## src/m68k_alu_and_condition_test_core_assert.svh

```systemverilog
// assertion macros for the m68k alu core
// no dependencies; included by the top level
`ifndef M68K_ALU_AND_CONDITION_TEST_CORE_ASSERT_SVH
`define M68K_ALU_AND_CONDITION_TEST_CORE_ASSERT_SVH

// same-cycle implication
`define M68K_ASSERT_IMP(label, clk, rst, ante, cons) \
  label: assert property (@(posedge clk) disable iff (rst) (ante) |-> (cons)) \
    else $error("m68k core assertion failed");

// next-cycle implication
`define M68K_ASSERT_NXT(label, clk, rst, ante, cons) \
  label: assert property (@(posedge clk) disable iff (rst) (ante) |=> (cons)) \
    else $error("m68k core assertion failed");

`endif

```

## src/m68k_pkg.sv

```systemverilog
// shared types and codes for the m68k alu core
// no dependencies; used by the front, queue, back and top level files
`timescale 1ns / 1ps

package m68k_pkg;

  localparam int QUEUE_DEPTH = 2;

  localparam logic [4:0] OP_MOVE = 5'd0;
  localparam logic [4:0] OP_AND  = 5'd1;
  localparam logic [4:0] OP_OR   = 5'd2;
  localparam logic [4:0] OP_EOR  = 5'd3;
  localparam logic [4:0] OP_ADD  = 5'd4;
  localparam logic [4:0] OP_SUB  = 5'd5;
  localparam logic [4:0] OP_CMP  = 5'd6;
  localparam logic [4:0] OP_ADDA = 5'd7;
  localparam logic [4:0] OP_SUBA = 5'd8;
  localparam logic [4:0] OP_LSL  = 5'd9;
  localparam logic [4:0] OP_LSR  = 5'd10;
  localparam logic [4:0] OP_ASR  = 5'd11;
  localparam logic [4:0] OP_ROL  = 5'd12;
  localparam logic [4:0] OP_ROR  = 5'd13;
  localparam logic [4:0] OP_BTST = 5'd14;
  localparam logic [4:0] OP_BCHG = 5'd15;
  localparam logic [4:0] OP_BCLR = 5'd16;
  localparam logic [4:0] OP_BSET = 5'd17;
  localparam logic [4:0] OP_COND = 5'd18;
  localparam logic [4:0] OP_NOP  = 5'd19;

  localparam logic [1:0] SZ_BYTE = 2'd0;
  localparam logic [1:0] SZ_WORD = 2'd1;
  localparam logic [1:0] SZ_LONG = 2'd2;
  localparam logic [1:0] SZ_RSVD = 2'd3;

  localparam logic [3:0] CC_T  = 4'd0;
  localparam logic [3:0] CC_F  = 4'd1;
  localparam logic [3:0] CC_HI = 4'd2;
  localparam logic [3:0] CC_LS = 4'd3;
  localparam logic [3:0] CC_CC = 4'd4;
  localparam logic [3:0] CC_CS = 4'd5;
  localparam logic [3:0] CC_NE = 4'd6;
  localparam logic [3:0] CC_EQ = 4'd7;
  localparam logic [3:0] CC_VC = 4'd8;
  localparam logic [3:0] CC_VS = 4'd9;
  localparam logic [3:0] CC_PL = 4'd10;
  localparam logic [3:0] CC_MI = 4'd11;
  localparam logic [3:0] CC_GE = 4'd12;
  localparam logic [3:0] CC_LT = 4'd13;
  localparam logic [3:0] CC_GT = 4'd14;
  localparam logic [3:0] CC_LE = 4'd15;

  typedef struct packed {
    logic [4:0]  op;
    logic [1:0]  size;
    logic [31:0] source_value;
    logic [31:0] dest_value;
    logic [3:0]  cond_code;
  } item_t;

  typedef struct packed {
    logic  valid;
    item_t item;
  } entry_t;

  typedef struct packed {
    logic full;
    logic empty;
  } q_stat_t;

  typedef struct packed {
    logic n;
    logic z;
    logic v;
    logic c;
  } flags_t;

endpackage

```

## src/m68k_if.sv

```systemverilog
// request and result channel interfaces of the m68k alu core
// no dependencies
`timescale 1ns / 1ps

interface m68k_req_if;
  logic        valid;
  logic        ready;
  logic [4:0]  mode;
  logic [1:0]  size;
  logic [31:0] source_value;
  logic [31:0] dest_value;
  logic [3:0]  cond_code;

  modport source (output valid, mode, size, source_value, dest_value, cond_code,
                  input ready);
  modport sink (input valid, mode, size, source_value, dest_value, cond_code,
                output ready);
endinterface

interface m68k_rsp_if;
  logic        valid;
  logic        ready;
  logic [31:0] result_value;
  logic        flag_n;
  logic        flag_z;
  logic        flag_v;
  logic        flag_c;
  logic        cond_true;

  modport source (output valid, result_value, flag_n, flag_z, flag_v, flag_c, cond_true,
                  input ready);
  modport sink (input valid, result_value, flag_n, flag_z, flag_v, flag_c, cond_true,
                output ready);
endinterface

```

## src/m68k_front.sv

```systemverilog
// front stage: accepts request items, normalizes size and operation
// depends on m68k_pkg and m68k_if
`timescale 1ns / 1ps

module m68k_front (
  input  logic                clk,
  input  logic                rst,
  m68k_req_if.sink            request,
  input  m68k_pkg::q_stat_t   q_stat,
  output m68k_pkg::entry_t    front
);

  logic              f_valid;
  m68k_pkg::item_t   f_item;
  m68k_pkg::item_t   dec;

  assign request.ready = !f_valid || !q_stat.full;
  assign front.valid   = f_valid;
  assign front.item    = f_item;

  always_comb begin
    dec.op           = (request.mode > m68k_pkg::OP_COND) ? m68k_pkg::OP_NOP : request.mode;
    dec.size         = (request.size == m68k_pkg::SZ_RSVD) ? m68k_pkg::SZ_LONG : request.size;
    dec.source_value = request.source_value;
    dec.dest_value   = request.dest_value;
    dec.cond_code    = request.cond_code;
    // address ops have no byte form
    if ((dec.op == m68k_pkg::OP_ADDA || dec.op == m68k_pkg::OP_SUBA) &&
        dec.size == m68k_pkg::SZ_BYTE) begin
      dec.size = m68k_pkg::SZ_LONG;
    end
  end

  always_ff @(posedge clk) begin
    if (rst) begin
      f_valid <= 1'b0;
    end else if (request.ready) begin
      f_valid <= request.valid;
    end
  end

  always_ff @(posedge clk) begin
    if (request.valid && request.ready) begin
      f_item <= dec;
    end
  end

endmodule

```

## src/m68k_queue.sv

```systemverilog
// short item queue between front and back stages
// depends on m68k_pkg
`timescale 1ns / 1ps

module m68k_queue #(
  parameter int DEPTH = m68k_pkg::QUEUE_DEPTH
) (
  input  logic               clk,
  input  logic               rst,
  input  m68k_pkg::entry_t   front,
  input  logic               pop,
  output m68k_pkg::entry_t   head,
  output m68k_pkg::q_stat_t  stat
);

  localparam int PTR_W = (DEPTH > 1) ? $clog2(DEPTH) : 1;
  localparam int CNT_W = $clog2(DEPTH + 1);

  m68k_pkg::item_t   slots [DEPTH];
  logic [PTR_W-1:0]  wr_ptr;
  logic [PTR_W-1:0]  rd_ptr;
  logic [CNT_W-1:0]  count;
  logic              push;
  logic              pop_ok;

  assign stat.full  = (count == CNT_W'(DEPTH));
  assign stat.empty = (count == '0);
  assign push       = front.valid && !stat.full;
  assign pop_ok     = pop && !stat.empty;
  assign head.valid = !stat.empty;
  assign head.item  = slots[rd_ptr];

  always_ff @(posedge clk) begin
    if (rst) begin
      wr_ptr <= '0;
      rd_ptr <= '0;
      count  <= '0;
    end else begin
      if (push) begin
        wr_ptr <= (wr_ptr == PTR_W'(DEPTH - 1)) ? '0 : wr_ptr + 1'b1;
      end
      if (pop_ok) begin
        rd_ptr <= (rd_ptr == PTR_W'(DEPTH - 1)) ? '0 : rd_ptr + 1'b1;
      end
      if (push && !pop_ok) begin
        count <= count + 1'b1;
      end else if (!push && pop_ok) begin
        count <= count - 1'b1;
      end
    end
  end

  always_ff @(posedge clk) begin
    if (push) begin
      slots[wr_ptr] <= front.item;
    end
  end

endmodule

```

## src/m68k_back.sv

```systemverilog
// back stage: executes the alu operation, keeps the flags, registers the result
// depends on m68k_pkg and m68k_if
`timescale 1ns / 1ps

module m68k_back (
  input  logic              clk,
  input  logic              rst,
  input  m68k_pkg::entry_t  head,
  output logic              pop,
  m68k_rsp_if.source        result
);

  m68k_pkg::flags_t flags;
  m68k_pkg::flags_t fl;
  logic             out_valid;

  logic [4:0]  op;
  logic [1:0]  sz;
  logic [31:0] src;
  logic [31:0] dst;
  logic [3:0]  cc;
  logic [31:0] m;
  logic [31:0] d;
  logic [31:0] s;
  logic [4:0]  cnt;
  logic [32:0] sum;
  logic [32:0] diff;
  logic [63:0] shl;
  logic [32:0] shr;
  logic [31:0] sx;
  logic [32:0] sar;
  logic [15:0] rol8;
  logic [31:0] rol16;
  logic [63:0] rol32;
  logic [15:0] ror8;
  logic [31:0] ror16;
  logic [63:0] ror32;
  logic [31:0] rot;
  logic [31:0] am;
  logic [4:0]  bn;
  logic [31:0] bitm;
  logic [31:0] r;
  logic [31:0] res;
  logic        ct;
  logic        sc;

  function automatic logic top_bit(input logic [31:0] x, input logic [1:0] size);
    logic b;
    case (size)
      m68k_pkg::SZ_BYTE: b = x[7];
      m68k_pkg::SZ_WORD: b = x[15];
      default:           b = x[31];
    endcase
    return b;
  endfunction

  assign pop = head.valid && (!out_valid || result.ready);

  assign op  = head.item.op;
  assign sz  = head.item.size;
  assign src = head.item.source_value;
  assign dst = head.item.dest_value;
  assign cc  = head.item.cond_code;
  assign cnt = src[4:0];

  always_comb begin
    case (sz)
      m68k_pkg::SZ_BYTE: m = 32'h0000_00FF;
      m68k_pkg::SZ_WORD: m = 32'h0000_FFFF;
      default:           m = 32'hFFFF_FFFF;
    endcase
  end

  assign d     = dst & m;
  assign s     = src & m;
  assign sum   = {1'b0, d} + {1'b0, s};
  assign diff  = {1'b0, d} - {1'b0, s};
  assign shl   = {32'd0, d} << cnt;
  assign shr   = {d, 1'b0} >> cnt;
  assign sx    = top_bit(d, sz) ? (d | ~m) : d;
  assign sar   = 33'($signed({sx, 1'b0}) >>> cnt);
  assign rol8  = {d[7:0], d[7:0]} << cnt[2:0];
  assign rol16 = {d[15:0], d[15:0]} << cnt[3:0];
  assign rol32 = {d, d} << cnt;
  assign ror8  = {d[7:0], d[7:0]} >> cnt[2:0];
  assign ror16 = {d[15:0], d[15:0]} >> cnt[3:0];
  assign ror32 = {d, d} >> cnt;
  assign am    = (sz == m68k_pkg::SZ_WORD) ? 32'h0000_FFFF : 32'hFFFF_FFFF;
  assign bn    = (sz == m68k_pkg::SZ_BYTE) ? {2'b00, src[2:0]} : src[4:0];
  assign bitm  = 32'd1 << bn;

  always_comb begin
    if (op == m68k_pkg::OP_ROL) begin
      case (sz)
        m68k_pkg::SZ_BYTE: rot = {24'd0, rol8[15:8]};
        m68k_pkg::SZ_WORD: rot = {16'd0, rol16[31:16]};
        default:           rot = rol32[63:32];
      endcase
    end else begin
      case (sz)
        m68k_pkg::SZ_BYTE: rot = {24'd0, ror8[7:0]};
        m68k_pkg::SZ_WORD: rot = {16'd0, ror16[15:0]};
        default:           rot = ror32[31:0];
      endcase
    end
  end

  always_comb begin
    case (sz)
      m68k_pkg::SZ_BYTE: sc = shl[8];
      m68k_pkg::SZ_WORD: sc = shl[16];
      default:           sc = shl[32];
    endcase
  end

  always_comb begin
    res = dst;
    fl  = flags;
    ct  = 1'b0;
    r   = '0;
    case (op)
      m68k_pkg::OP_MOVE: begin
        res = (dst & ~m) | s;
      end
      m68k_pkg::OP_AND, m68k_pkg::OP_OR, m68k_pkg::OP_EOR: begin
        if (op == m68k_pkg::OP_AND) begin
          r = d & s;
        end else if (op == m68k_pkg::OP_OR) begin
          r = d | s;
        end else begin
          r = d ^ s;
        end
        res  = (dst & ~m) | r;
        fl.n = top_bit(r, sz);
        fl.z = (r == '0);
        fl.v = 1'b0;
        fl.c = 1'b0;
      end
      m68k_pkg::OP_ADD: begin
        r    = sum[31:0] & m;
        res  = (dst & ~m) | r;
        fl.n = top_bit(r, sz);
        fl.z = (r == '0);
        case (sz)
          m68k_pkg::SZ_BYTE: fl.c = sum[8];
          m68k_pkg::SZ_WORD: fl.c = sum[16];
          default:           fl.c = sum[32];
        endcase
      end
      m68k_pkg::OP_SUB, m68k_pkg::OP_CMP: begin
        r = diff[31:0] & m;
        if (op == m68k_pkg::OP_SUB) begin
          res = (dst & ~m) | r;
        end
        fl.n = top_bit(r, sz);
        fl.z = (r == '0);
        fl.c = diff[32];
      end
      m68k_pkg::OP_ADDA, m68k_pkg::OP_SUBA: begin
        r   = (op == m68k_pkg::OP_ADDA) ? (dst + src) : (dst - src);
        res = (dst & ~am) | (r & am);
      end
      m68k_pkg::OP_LSL, m68k_pkg::OP_LSR, m68k_pkg::OP_ASR: begin
        if (op == m68k_pkg::OP_LSL) begin
          r    = shl[31:0] & m;
          fl.c = sc;
        end else if (op == m68k_pkg::OP_LSR) begin
          r    = shr[32:1] & m;
          fl.c = shr[0];
        end else begin
          r    = sar[32:1] & m;
          fl.c = sar[0];
        end
        res  = (dst & ~m) | r;
        fl.n = top_bit(r, sz);
        fl.z = (r == '0);
        fl.v = 1'b0;
      end
      m68k_pkg::OP_ROL, m68k_pkg::OP_ROR: begin
        r    = rot;
        res  = (dst & ~m) | r;
        fl.n = top_bit(r, sz);
        fl.z = (r == '0);
        fl.v = 1'b0;
        if (cnt == '0) begin
          fl.c = 1'b0;
        end else if (op == m68k_pkg::OP_ROL) begin
          fl.c = r[0];
        end else begin
          fl.c = top_bit(r, sz);
        end
      end
      m68k_pkg::OP_BTST, m68k_pkg::OP_BCHG, m68k_pkg::OP_BCLR, m68k_pkg::OP_BSET: begin
        fl.z = ((dst & bitm) == '0);
        if (op == m68k_pkg::OP_BCHG) begin
          res = dst ^ bitm;
        end else if (op == m68k_pkg::OP_BCLR) begin
          res = dst & ~bitm;
        end else if (op == m68k_pkg::OP_BSET) begin
          res = dst | bitm;
        end
      end
      m68k_pkg::OP_COND: begin
        case (cc)
          m68k_pkg::CC_T:  ct = 1'b1;
          m68k_pkg::CC_F:  ct = 1'b0;
          m68k_pkg::CC_HI: ct = !flags.c && !flags.z;
          m68k_pkg::CC_LS: ct = flags.c || flags.z;
          m68k_pkg::CC_CC: ct = !flags.c;
          m68k_pkg::CC_CS: ct = flags.c;
          m68k_pkg::CC_NE: ct = !flags.z;
          m68k_pkg::CC_EQ: ct = flags.z;
          m68k_pkg::CC_VC: ct = !flags.v;
          m68k_pkg::CC_VS: ct = flags.v;
          m68k_pkg::CC_PL: ct = !flags.n;
          m68k_pkg::CC_MI: ct = flags.n;
          m68k_pkg::CC_GE: ct = (flags.n == flags.v);
          m68k_pkg::CC_LT: ct = (flags.n != flags.v);
          m68k_pkg::CC_GT: ct = !flags.z && (flags.n == flags.v);
          default:         ct = flags.z || (flags.n != flags.v);
        endcase
      end
      default: begin
        res = dst;
      end
    endcase
  end

  always_ff @(posedge clk) begin
    if (rst) begin
      flags     <= '0;
      out_valid <= 1'b0;
    end else if (pop) begin
      flags     <= fl;
      out_valid <= 1'b1;
    end else if (result.ready) begin
      out_valid <= 1'b0;
    end
  end

  always_ff @(posedge clk) begin
    if (pop) begin
      result.result_value <= res;
      result.flag_n       <= fl.n;
      result.flag_z       <= fl.z;
      result.flag_v       <= fl.v;
      result.flag_c       <= fl.c;
      result.cond_true    <= ct;
    end
  end

  assign result.valid = out_valid;

endmodule

```

## src/m68k_alu_and_condition_test_core.sv

```systemverilog
// path from request accept to result valid: front register, queue, result
// register; throughput: one item per cycle while result.ready is high, set by the
// combinational alu in the back stage and the two-entry queue
// reset: synchronous; clears front, queue and result valids and the nzvc flags
// top level of the m68k alu core; depends on m68k_pkg, m68k_if, m68k_front,
// m68k_queue, m68k_back and the assertion macro header
`timescale 1ns / 1ps

`include "m68k_alu_and_condition_test_core_assert.svh"

module m68k_alu_and_condition_test_core #(
  parameter int QUEUE_DEPTH = m68k_pkg::QUEUE_DEPTH
) (
  input  logic         clk,
  input  logic         rst,
  m68k_req_if.sink     request,
  m68k_rsp_if.source   result
);

  m68k_pkg::entry_t   front;
  m68k_pkg::entry_t   head;
  m68k_pkg::q_stat_t  q_stat;
  logic               pop;
  logic               logic_op_pop;
  logic               keep_pop;
  logic               other_pop;
  logic [31:0]        head_dest;

  m68k_front u_front (
    .clk     (clk),
    .rst     (rst),
    .request (request),
    .q_stat  (q_stat),
    .front   (front)
  );

  m68k_queue #(
    .DEPTH (QUEUE_DEPTH)
  ) u_queue (
    .clk   (clk),
    .rst   (rst),
    .front (front),
    .pop   (pop),
    .head  (head),
    .stat  (q_stat)
  );

  m68k_back u_back (
    .clk    (clk),
    .rst    (rst),
    .head   (head),
    .pop    (pop),
    .result (result)
  );

  assign logic_op_pop = pop && (head.item.op == m68k_pkg::OP_AND ||
                                head.item.op == m68k_pkg::OP_OR ||
                                head.item.op == m68k_pkg::OP_EOR);
  assign keep_pop     = pop && (head.item.op == m68k_pkg::OP_COND ||
                                head.item.op == m68k_pkg::OP_NOP);
  assign other_pop    = pop && head.item.op != m68k_pkg::OP_COND;
  assign head_dest    = head.item.dest_value;

  `M68K_ASSERT_NXT(a_accept_loads_front, clk, rst, request.valid && request.ready, front.valid)
  `M68K_ASSERT_NXT(a_logic_clears_vc, clk, rst, logic_op_pop, !result.flag_v && !result.flag_c)
  `M68K_ASSERT_NXT(a_cond_keeps_dest, clk, rst, keep_pop, result.result_value == $past(head_dest))
  `M68K_ASSERT_NXT(a_cond_true_only_test, clk, rst, other_pop, !result.cond_true)

endmodule
```

## src/flat_wrapper.sv

```systemverilog
// flat-port wrapper written by rule: the top's interface ports become plain ports
module m68k_alu_and_condition_test_core_flat 
#(
  parameter int QUEUE_DEPTH = m68k_pkg::QUEUE_DEPTH
)
  (clk, rst, request_valid, request_mode, request_size, request_source_value, request_dest_value, request_cond_code, request_ready, result_valid, result_result_value, result_flag_n, result_flag_z, result_flag_v, result_flag_c, result_cond_true, result_ready);
  m68k_req_if request_i ();
  m68k_rsp_if result_i ();
  input  logic clk;
  input  logic rst;
  input wire logic [$bits(request_i.valid)-1:0] request_valid;
  input wire logic [$bits(request_i.mode)-1:0] request_mode;
  input wire logic [$bits(request_i.size)-1:0] request_size;
  input wire logic [$bits(request_i.source_value)-1:0] request_source_value;
  input wire logic [$bits(request_i.dest_value)-1:0] request_dest_value;
  input wire logic [$bits(request_i.cond_code)-1:0] request_cond_code;
  output wire logic [$bits(request_i.ready)-1:0] request_ready;
  output wire logic [$bits(result_i.valid)-1:0] result_valid;
  output wire logic [$bits(result_i.result_value)-1:0] result_result_value;
  output wire logic [$bits(result_i.flag_n)-1:0] result_flag_n;
  output wire logic [$bits(result_i.flag_z)-1:0] result_flag_z;
  output wire logic [$bits(result_i.flag_v)-1:0] result_flag_v;
  output wire logic [$bits(result_i.flag_c)-1:0] result_flag_c;
  output wire logic [$bits(result_i.cond_true)-1:0] result_cond_true;
  input wire logic [$bits(result_i.ready)-1:0] result_ready;
  assign request_i.valid = request_valid;
  assign request_i.mode = request_mode;
  assign request_i.size = request_size;
  assign request_i.source_value = request_source_value;
  assign request_i.dest_value = request_dest_value;
  assign request_i.cond_code = request_cond_code;
  assign request_ready = request_i.ready;
  assign result_valid = result_i.valid;
  assign result_result_value = result_i.result_value;
  assign result_flag_n = result_i.flag_n;
  assign result_flag_z = result_i.flag_z;
  assign result_flag_v = result_i.flag_v;
  assign result_flag_c = result_i.flag_c;
  assign result_cond_true = result_i.cond_true;
  assign result_i.ready = result_ready;
  m68k_alu_and_condition_test_core #(.QUEUE_DEPTH(QUEUE_DEPTH)) u_core (.clk(clk), .rst(rst), .request(request_i), .result(result_i));
endmodule
```

## config.mk

```make
export PLATFORM = sky130hd
export DESIGN_NAME = m68k_alu_and_condition_test_core_flat
export DESIGN_NICKNAME = d
export VERILOG_FILES = /design/src/m68k_pkg.sv /design/src/m68k_if.sv /design/src/m68k_front.sv /design/src/m68k_queue.sv /design/src/m68k_back.sv /design/src/m68k_alu_and_condition_test_core.sv /design/src/flat_wrapper.sv
export VERILOG_INCLUDE_DIRS = /design/src /design/src/src
export SDC_FILE = /design/constraint.sdc
export NUM_CORES = 2
export LEC_CHECK = 0
export ABC_CLOCK_PERIOD_IN_PS = 5510
export BUFFER_PORTS_ARGS = -buffer_cell sky130_fd_sc_hd__buf_4
export CORE_AREA = 8 8 289 291
export CTS_BUF_LIST = sky130_fd_sc_hd__clkbuf_8 sky130_fd_sc_hd__clkbuf_16
export DETAILED_ROUTE_END_ITERATION = 10
export DIE_AREA = 0 0 297 299
export SYNTH_ARGS = -nofsm -noshare
export SYNTH_HDL_FRONTEND = slang
export SYNTH_SLANG_ARGS = --single-unit
```

## constraint.sdc

```tcl
create_clock -name clk -period 5.51 [get_ports clk]
set_input_delay 0.2755 -clock clk [delete_from_list [all_inputs] [get_ports clk]]
set_output_delay 0.2755 -clock clk [all_outputs]
set_load 0.05 [all_outputs]
```

==> impl_metrics.env <==
export IMPL_mean_instance_size_in_the_synthesized_netlist_um2=7.94
export IMPL_slew_limit_headroom_pct=18.0
export IMPL_final_critical_path_setup_slack_ns=-0.0354
export IMPL_route_detailed_vias_per_inst=7.08
export IMPL_die_width_um=297
export IMPL_cts_max_level=1
export IMPL_tritoncts="yes"
export IMPL_ant_nets=0
export IMPL_grt_max_degree=71
export IMPL_routed_via_count=39715
export IMPL_path_cells="buf_4 > mux2i_4 > buf_4 > inv_2 > ha_1 > fa_1 > a211oi_1 > o21ai_0 > a31oi_2 > o22a_1 > o31ai_1 > buf_4 > nor2_1 > xnor2_1 > nor4_1 > nand4b_1 > a211o_1 > a31oi_1"
export IMPL_number_of_enable_flip_flop_cells_after_synthesis=262
export IMPL_detail_route_first_pass_iterations=10
export IMPL_min_period_over_period_pct=101
export IMPL_seq_area_frac_synth_pct=25.8
export IMPL_max_slew_violation_total_from_the_final_report=0
export IMPL_tritoncts_num_sinks=273
export IMPL_die_area_mm2=0.0888
export IMPL_ioPinCount=118
export IMPL_route_final_wire_length_um=207000
export IMPL_dominantRegCellSynth="edfxtp_1"
export IMPL_area_growth_syn_to_layout_pct=25.9
export IMPL_maxcap_viol_count=0
export IMPL_leakagePower_nw=15.7
export IMPL_place_ws_ns=-0.379
export IMPL_critPathMostFrequentCell="buf_4"
export IMPL_cts_clk_slew_worst_paths_ns=0.07
export IMPL_synth_simple_gate_area_share_pct=20.3
export IMPL_fin_skew_ns=0.0775
export IMPL_synth_mux_area_share_pct=4.57
export IMPL_rrSetupSlack_ns=-0.04
export IMPL_grt_first_pass_wirelength_um=283000
export IMPL_clock_insertion_delay_worst_skew_ns=0.63
export IMPL_drive_above_1_share_pct=21.0
export IMPL_ys_warn_count=0
export IMPL_totalPowerFinal_mw=27.3
export IMPL_rr_worst_depth=18
export IMPL_hold_depth=3
export IMPL_r2r_end="u_core.u_back.result.flag_z"
export IMPL_critical_path_max_stage_delay_ns=0.86
export IMPL_actual_transition_at_the_worst_max_transition_pin_ns=1.22
export IMPL_clockBufferDepth=3
export IMPL_largest_family_of_logic_cells_by_synthesized_area="compound AO/OA/AOI/OAI gates"
export IMPL_first_global_vias=36247
export IMPL_fin_crit_ns=5.55
export IMPL_initial_utilization_pct=39.8
export IMPL_timing_hold_worst_class="input pin to flop"
export IMPL_hpwl_um=164000
export IMPL_cts_made_buffers=30
export IMPL_vdd_drop_max_v=0.000317
export IMPL_synth_adder_area_share_pct=8.75
export IMPL_fp_row_count=103
export IMPL_clock_root_buffer="clkbuf_16"
export IMPL_critPathMaxFanout=8
export IMPL_gpl_final_weighted_congestion=1.17
export IMPL_synth_seq_cells=273
export IMPL_final_hold_viol_count=0
export IMPL_synth_area_in_compound_gates_pct=31.6
export IMPL_global_route_overflow_total=0
export IMPL_setup_worst_path_start_class="flop"
export IMPL_type_of_the_setup_path_with_the_least_slack="flop to flop"
export IMPL_cp_required_ns=5.98
export IMPL_outcome="finished with violations"
export IMPL_violated_checks="setup timing"
export IMPL_die_h_um=299
export IMPL_syn_instance_count=3941
export IMPL_post_route_drc_violation_count=0
export IMPL_critical_path_top_delay_family="compound AO/OA/AOI/OAI gates"
export IMPL_crit_slowest_cell="o31ai_1"
export IMPL_nets=4823
export IMPL_setup_violations=1
export IMPL_grt_usage_pct=43.7
export IMPL_yosys_area_share_xor_xnor_pct=3.16
export IMPL_core_region_area_mm2=0.0786
export IMPL_worstSetupEndpointType="flop"
export IMPL_critical_path_arrival_ns=6.02
export IMPL_worstPathBufferInverterCount=4
export IMPL_synth_async_sr_flop_share_pct=0
export IMPL_synth_unique_cells=118
export IMPL_hold_path_startpoint="request_mode[3]"
export IMPL_fill_cells=7761
export IMPL_powerDensity_mw_per_mm2=694
export IMPL_hold_end="u_core.u_front.front[71]"
export IMPL_synthesis_nets=4237
export IMPL_syn_cell_area_mm2=0.0313
export IMPL_antenna_found_initial=15
export IMPL_port_buffers=117
export IMPL_timing_fmax_ghz=0.180
export IMPL_first_iter_violations=7201
export IMPL_wl_per_cell_um=36.9
[cells by family (layout without fill, tap and decap cells)]
family	after synthesis	count (layout)
AOI/OAI and AO/OA	1459	1459
xor gates and xnor gates	113	113
adders and majority gates	217	217
buffers and inverters	427	1036
DFF	273	273
muxes	125	125
other	0	7
and+or+nand+nor	1327	1327
[what timing repair did]
action                                  4_1_cts  5_1_grt
cloned                                        0        2
pin swaps                                     0       20
hold buffers                                 78        0
resized for setup                             6       40
endpoints found under the hold margin        84        0
endpoints found under the setup margin       10       15
buffers inserted                              0       16
[worst min-delay path, stage by stage]
cell and delay, ns:
buf_4 0.08, o21ai_0 0.10, nand2b_1 0.08
[cell usage after synthesis, drive strengths merged, types with 20 or more instances]
cell / count / share of area [%]
nand2: 369 / 4.5
nor2: 348 / 4.2
a21oi: 346 / 5.6
edfxtp: 262 / 25
o21ai: 248 / 4.0
nand3: 236 / 3.8
ha: 214 / 8.6
inv: 158 / 1.9
clkbuf: 144 / 1.7
buf: 124 / 2.2
a211oi: 117 / 2.8
o22ai: 103 / 2.1
mux2i: 92 / 3.2
nor3: 79 / 1.3
xnor2: 79 / 2.2
a22oi: 72 / 1.7
o221ai: 71 / 2.0
o211ai: 64 / 1.5
nand4: 62 / 1.3
a31oi: 57 / 1.2
a221oi: 41 / 1.2
nor4: 41 / 0.88
a21o: 39 / 0.94
nand2b: 35 / 0.70
xor2: 34 / 0.95
o31ai: 31 / 0.79
mux2: 29 / 1.0
o22a: 29 / 0.84
a32oi: 25 / 0.75
nor2b: 25 / 0.51
o2111ai: 21 / 0.59
and3: 20 / 0.40
or2: 20 / 0.41
[stage by stage]
stage / TNS, ns / instances / util [%] / hold WS, ns / instance area [µm²]
floorplan: 0 / 3941 / - / 0.374 / 31400
global placement: -2.67 / 5449 / 47.3 / 0.422 / 37200
detailed placement: -2.42 / 5449 / 47.3 / 0.431 / 37200
CTS: 0 / 5582 / 49.7 / 0.00665 / 39000
global route: -0.0307 / 5600 / 50.1 / 0.0291 / 39400
finish: -0.0354 / 5607 / 50.1 / 0.0355 / 39400
[final cells by class]
| class | instances | area, µm² | area share [%] |
|---|---|---|---|
| multi-input cells | 3241 | 21700 | 55.1 |
| flip-flops and latches | 273 | 8090 | 20.5 |
| repair buffers | 822 | 6660 | 16.9 |
| well taps | 1050 | 1310 | 3.33 |
| clock buffers | 31 | 776 | 1.97 |
| inverters | 159 | 597 | 1.51 |
| clock inverters | 24 | 235 | 0.597 |
| diodes | 7 | 17.5 | 0.0444 |
[worst max path at each step]
stage	from	to	slack [ns]	cells past startpoint
2_1_floorplan	flop	u_core.u_back.result.flag_z	0.003	26
3_3_place_gp	flop	u_core.u_back.result.result_value[27]	-0.44	23
3_5_place_dp	flop	u_core.u_back.result.result_value[27]	-0.38	23
4_1_cts	flop	u_core.u_back.result.result_value[29]	0.06	21
5_1_grt	flop	u_core.u_back.result.result_value[29]	-0.02	22
6_report	flop	u_core.u_back.result.flag_z	-0.04	18
[registers in the layout, indices dropped and copies added (netlist names), named ones only]
register	flops
u_core.u_queue.count	2
u_core.u_front.f_valid	1
u_core.u_back.result.flag_c	1
u_core.u_back.result.valid	1
u_core.u_queue.slots	150
u_core.u_queue.wr_ptr	1
u_core.u_back.flags	4
u_core.u_back.result.flag_z	1
u_core.u_queue.rd_ptr	1
u_core.u_back.result.result_value	32
u_core.u_front.front	75
u_core.u_back.result.flag_n	1
u_core.u_back.result.cond_true	1
u_core.u_back.result.flag_v	1
[report_power, final]
group	internal [mW]	switching, mW	leakage (nW)
sequential	2.73	0.217	2.55
combinational	7.49	14.8	12.7
clock	1.21	0.865	0.519
total	11.4	15.9	15.7
[cells in the final DEF (no fill, tap or decap), types with 78 or more instances in the layout]
cell type / n
buf_4: 720
nand2_1: 362
a21oi_1: 340
nor2_1: 333
edfxtp_1: 262
nand3_1: 235
o21ai_0: 231
ha_1: 213
inv_1: 157
a211oi_1: 116
o22ai_1: 99
xnor2_1: 78
dlygate4sd3_1: 78
[metal layers]
layer	share of wire, %	up-vias	GRT usage, %
met3	16	844	19.1
met4	7.5	14	24.1
met5	0.040	-	0
li1	-	16427	-
met1	38	18936	57.1
met2	38	3494	59.4
(Power assumes the default switching activity.)
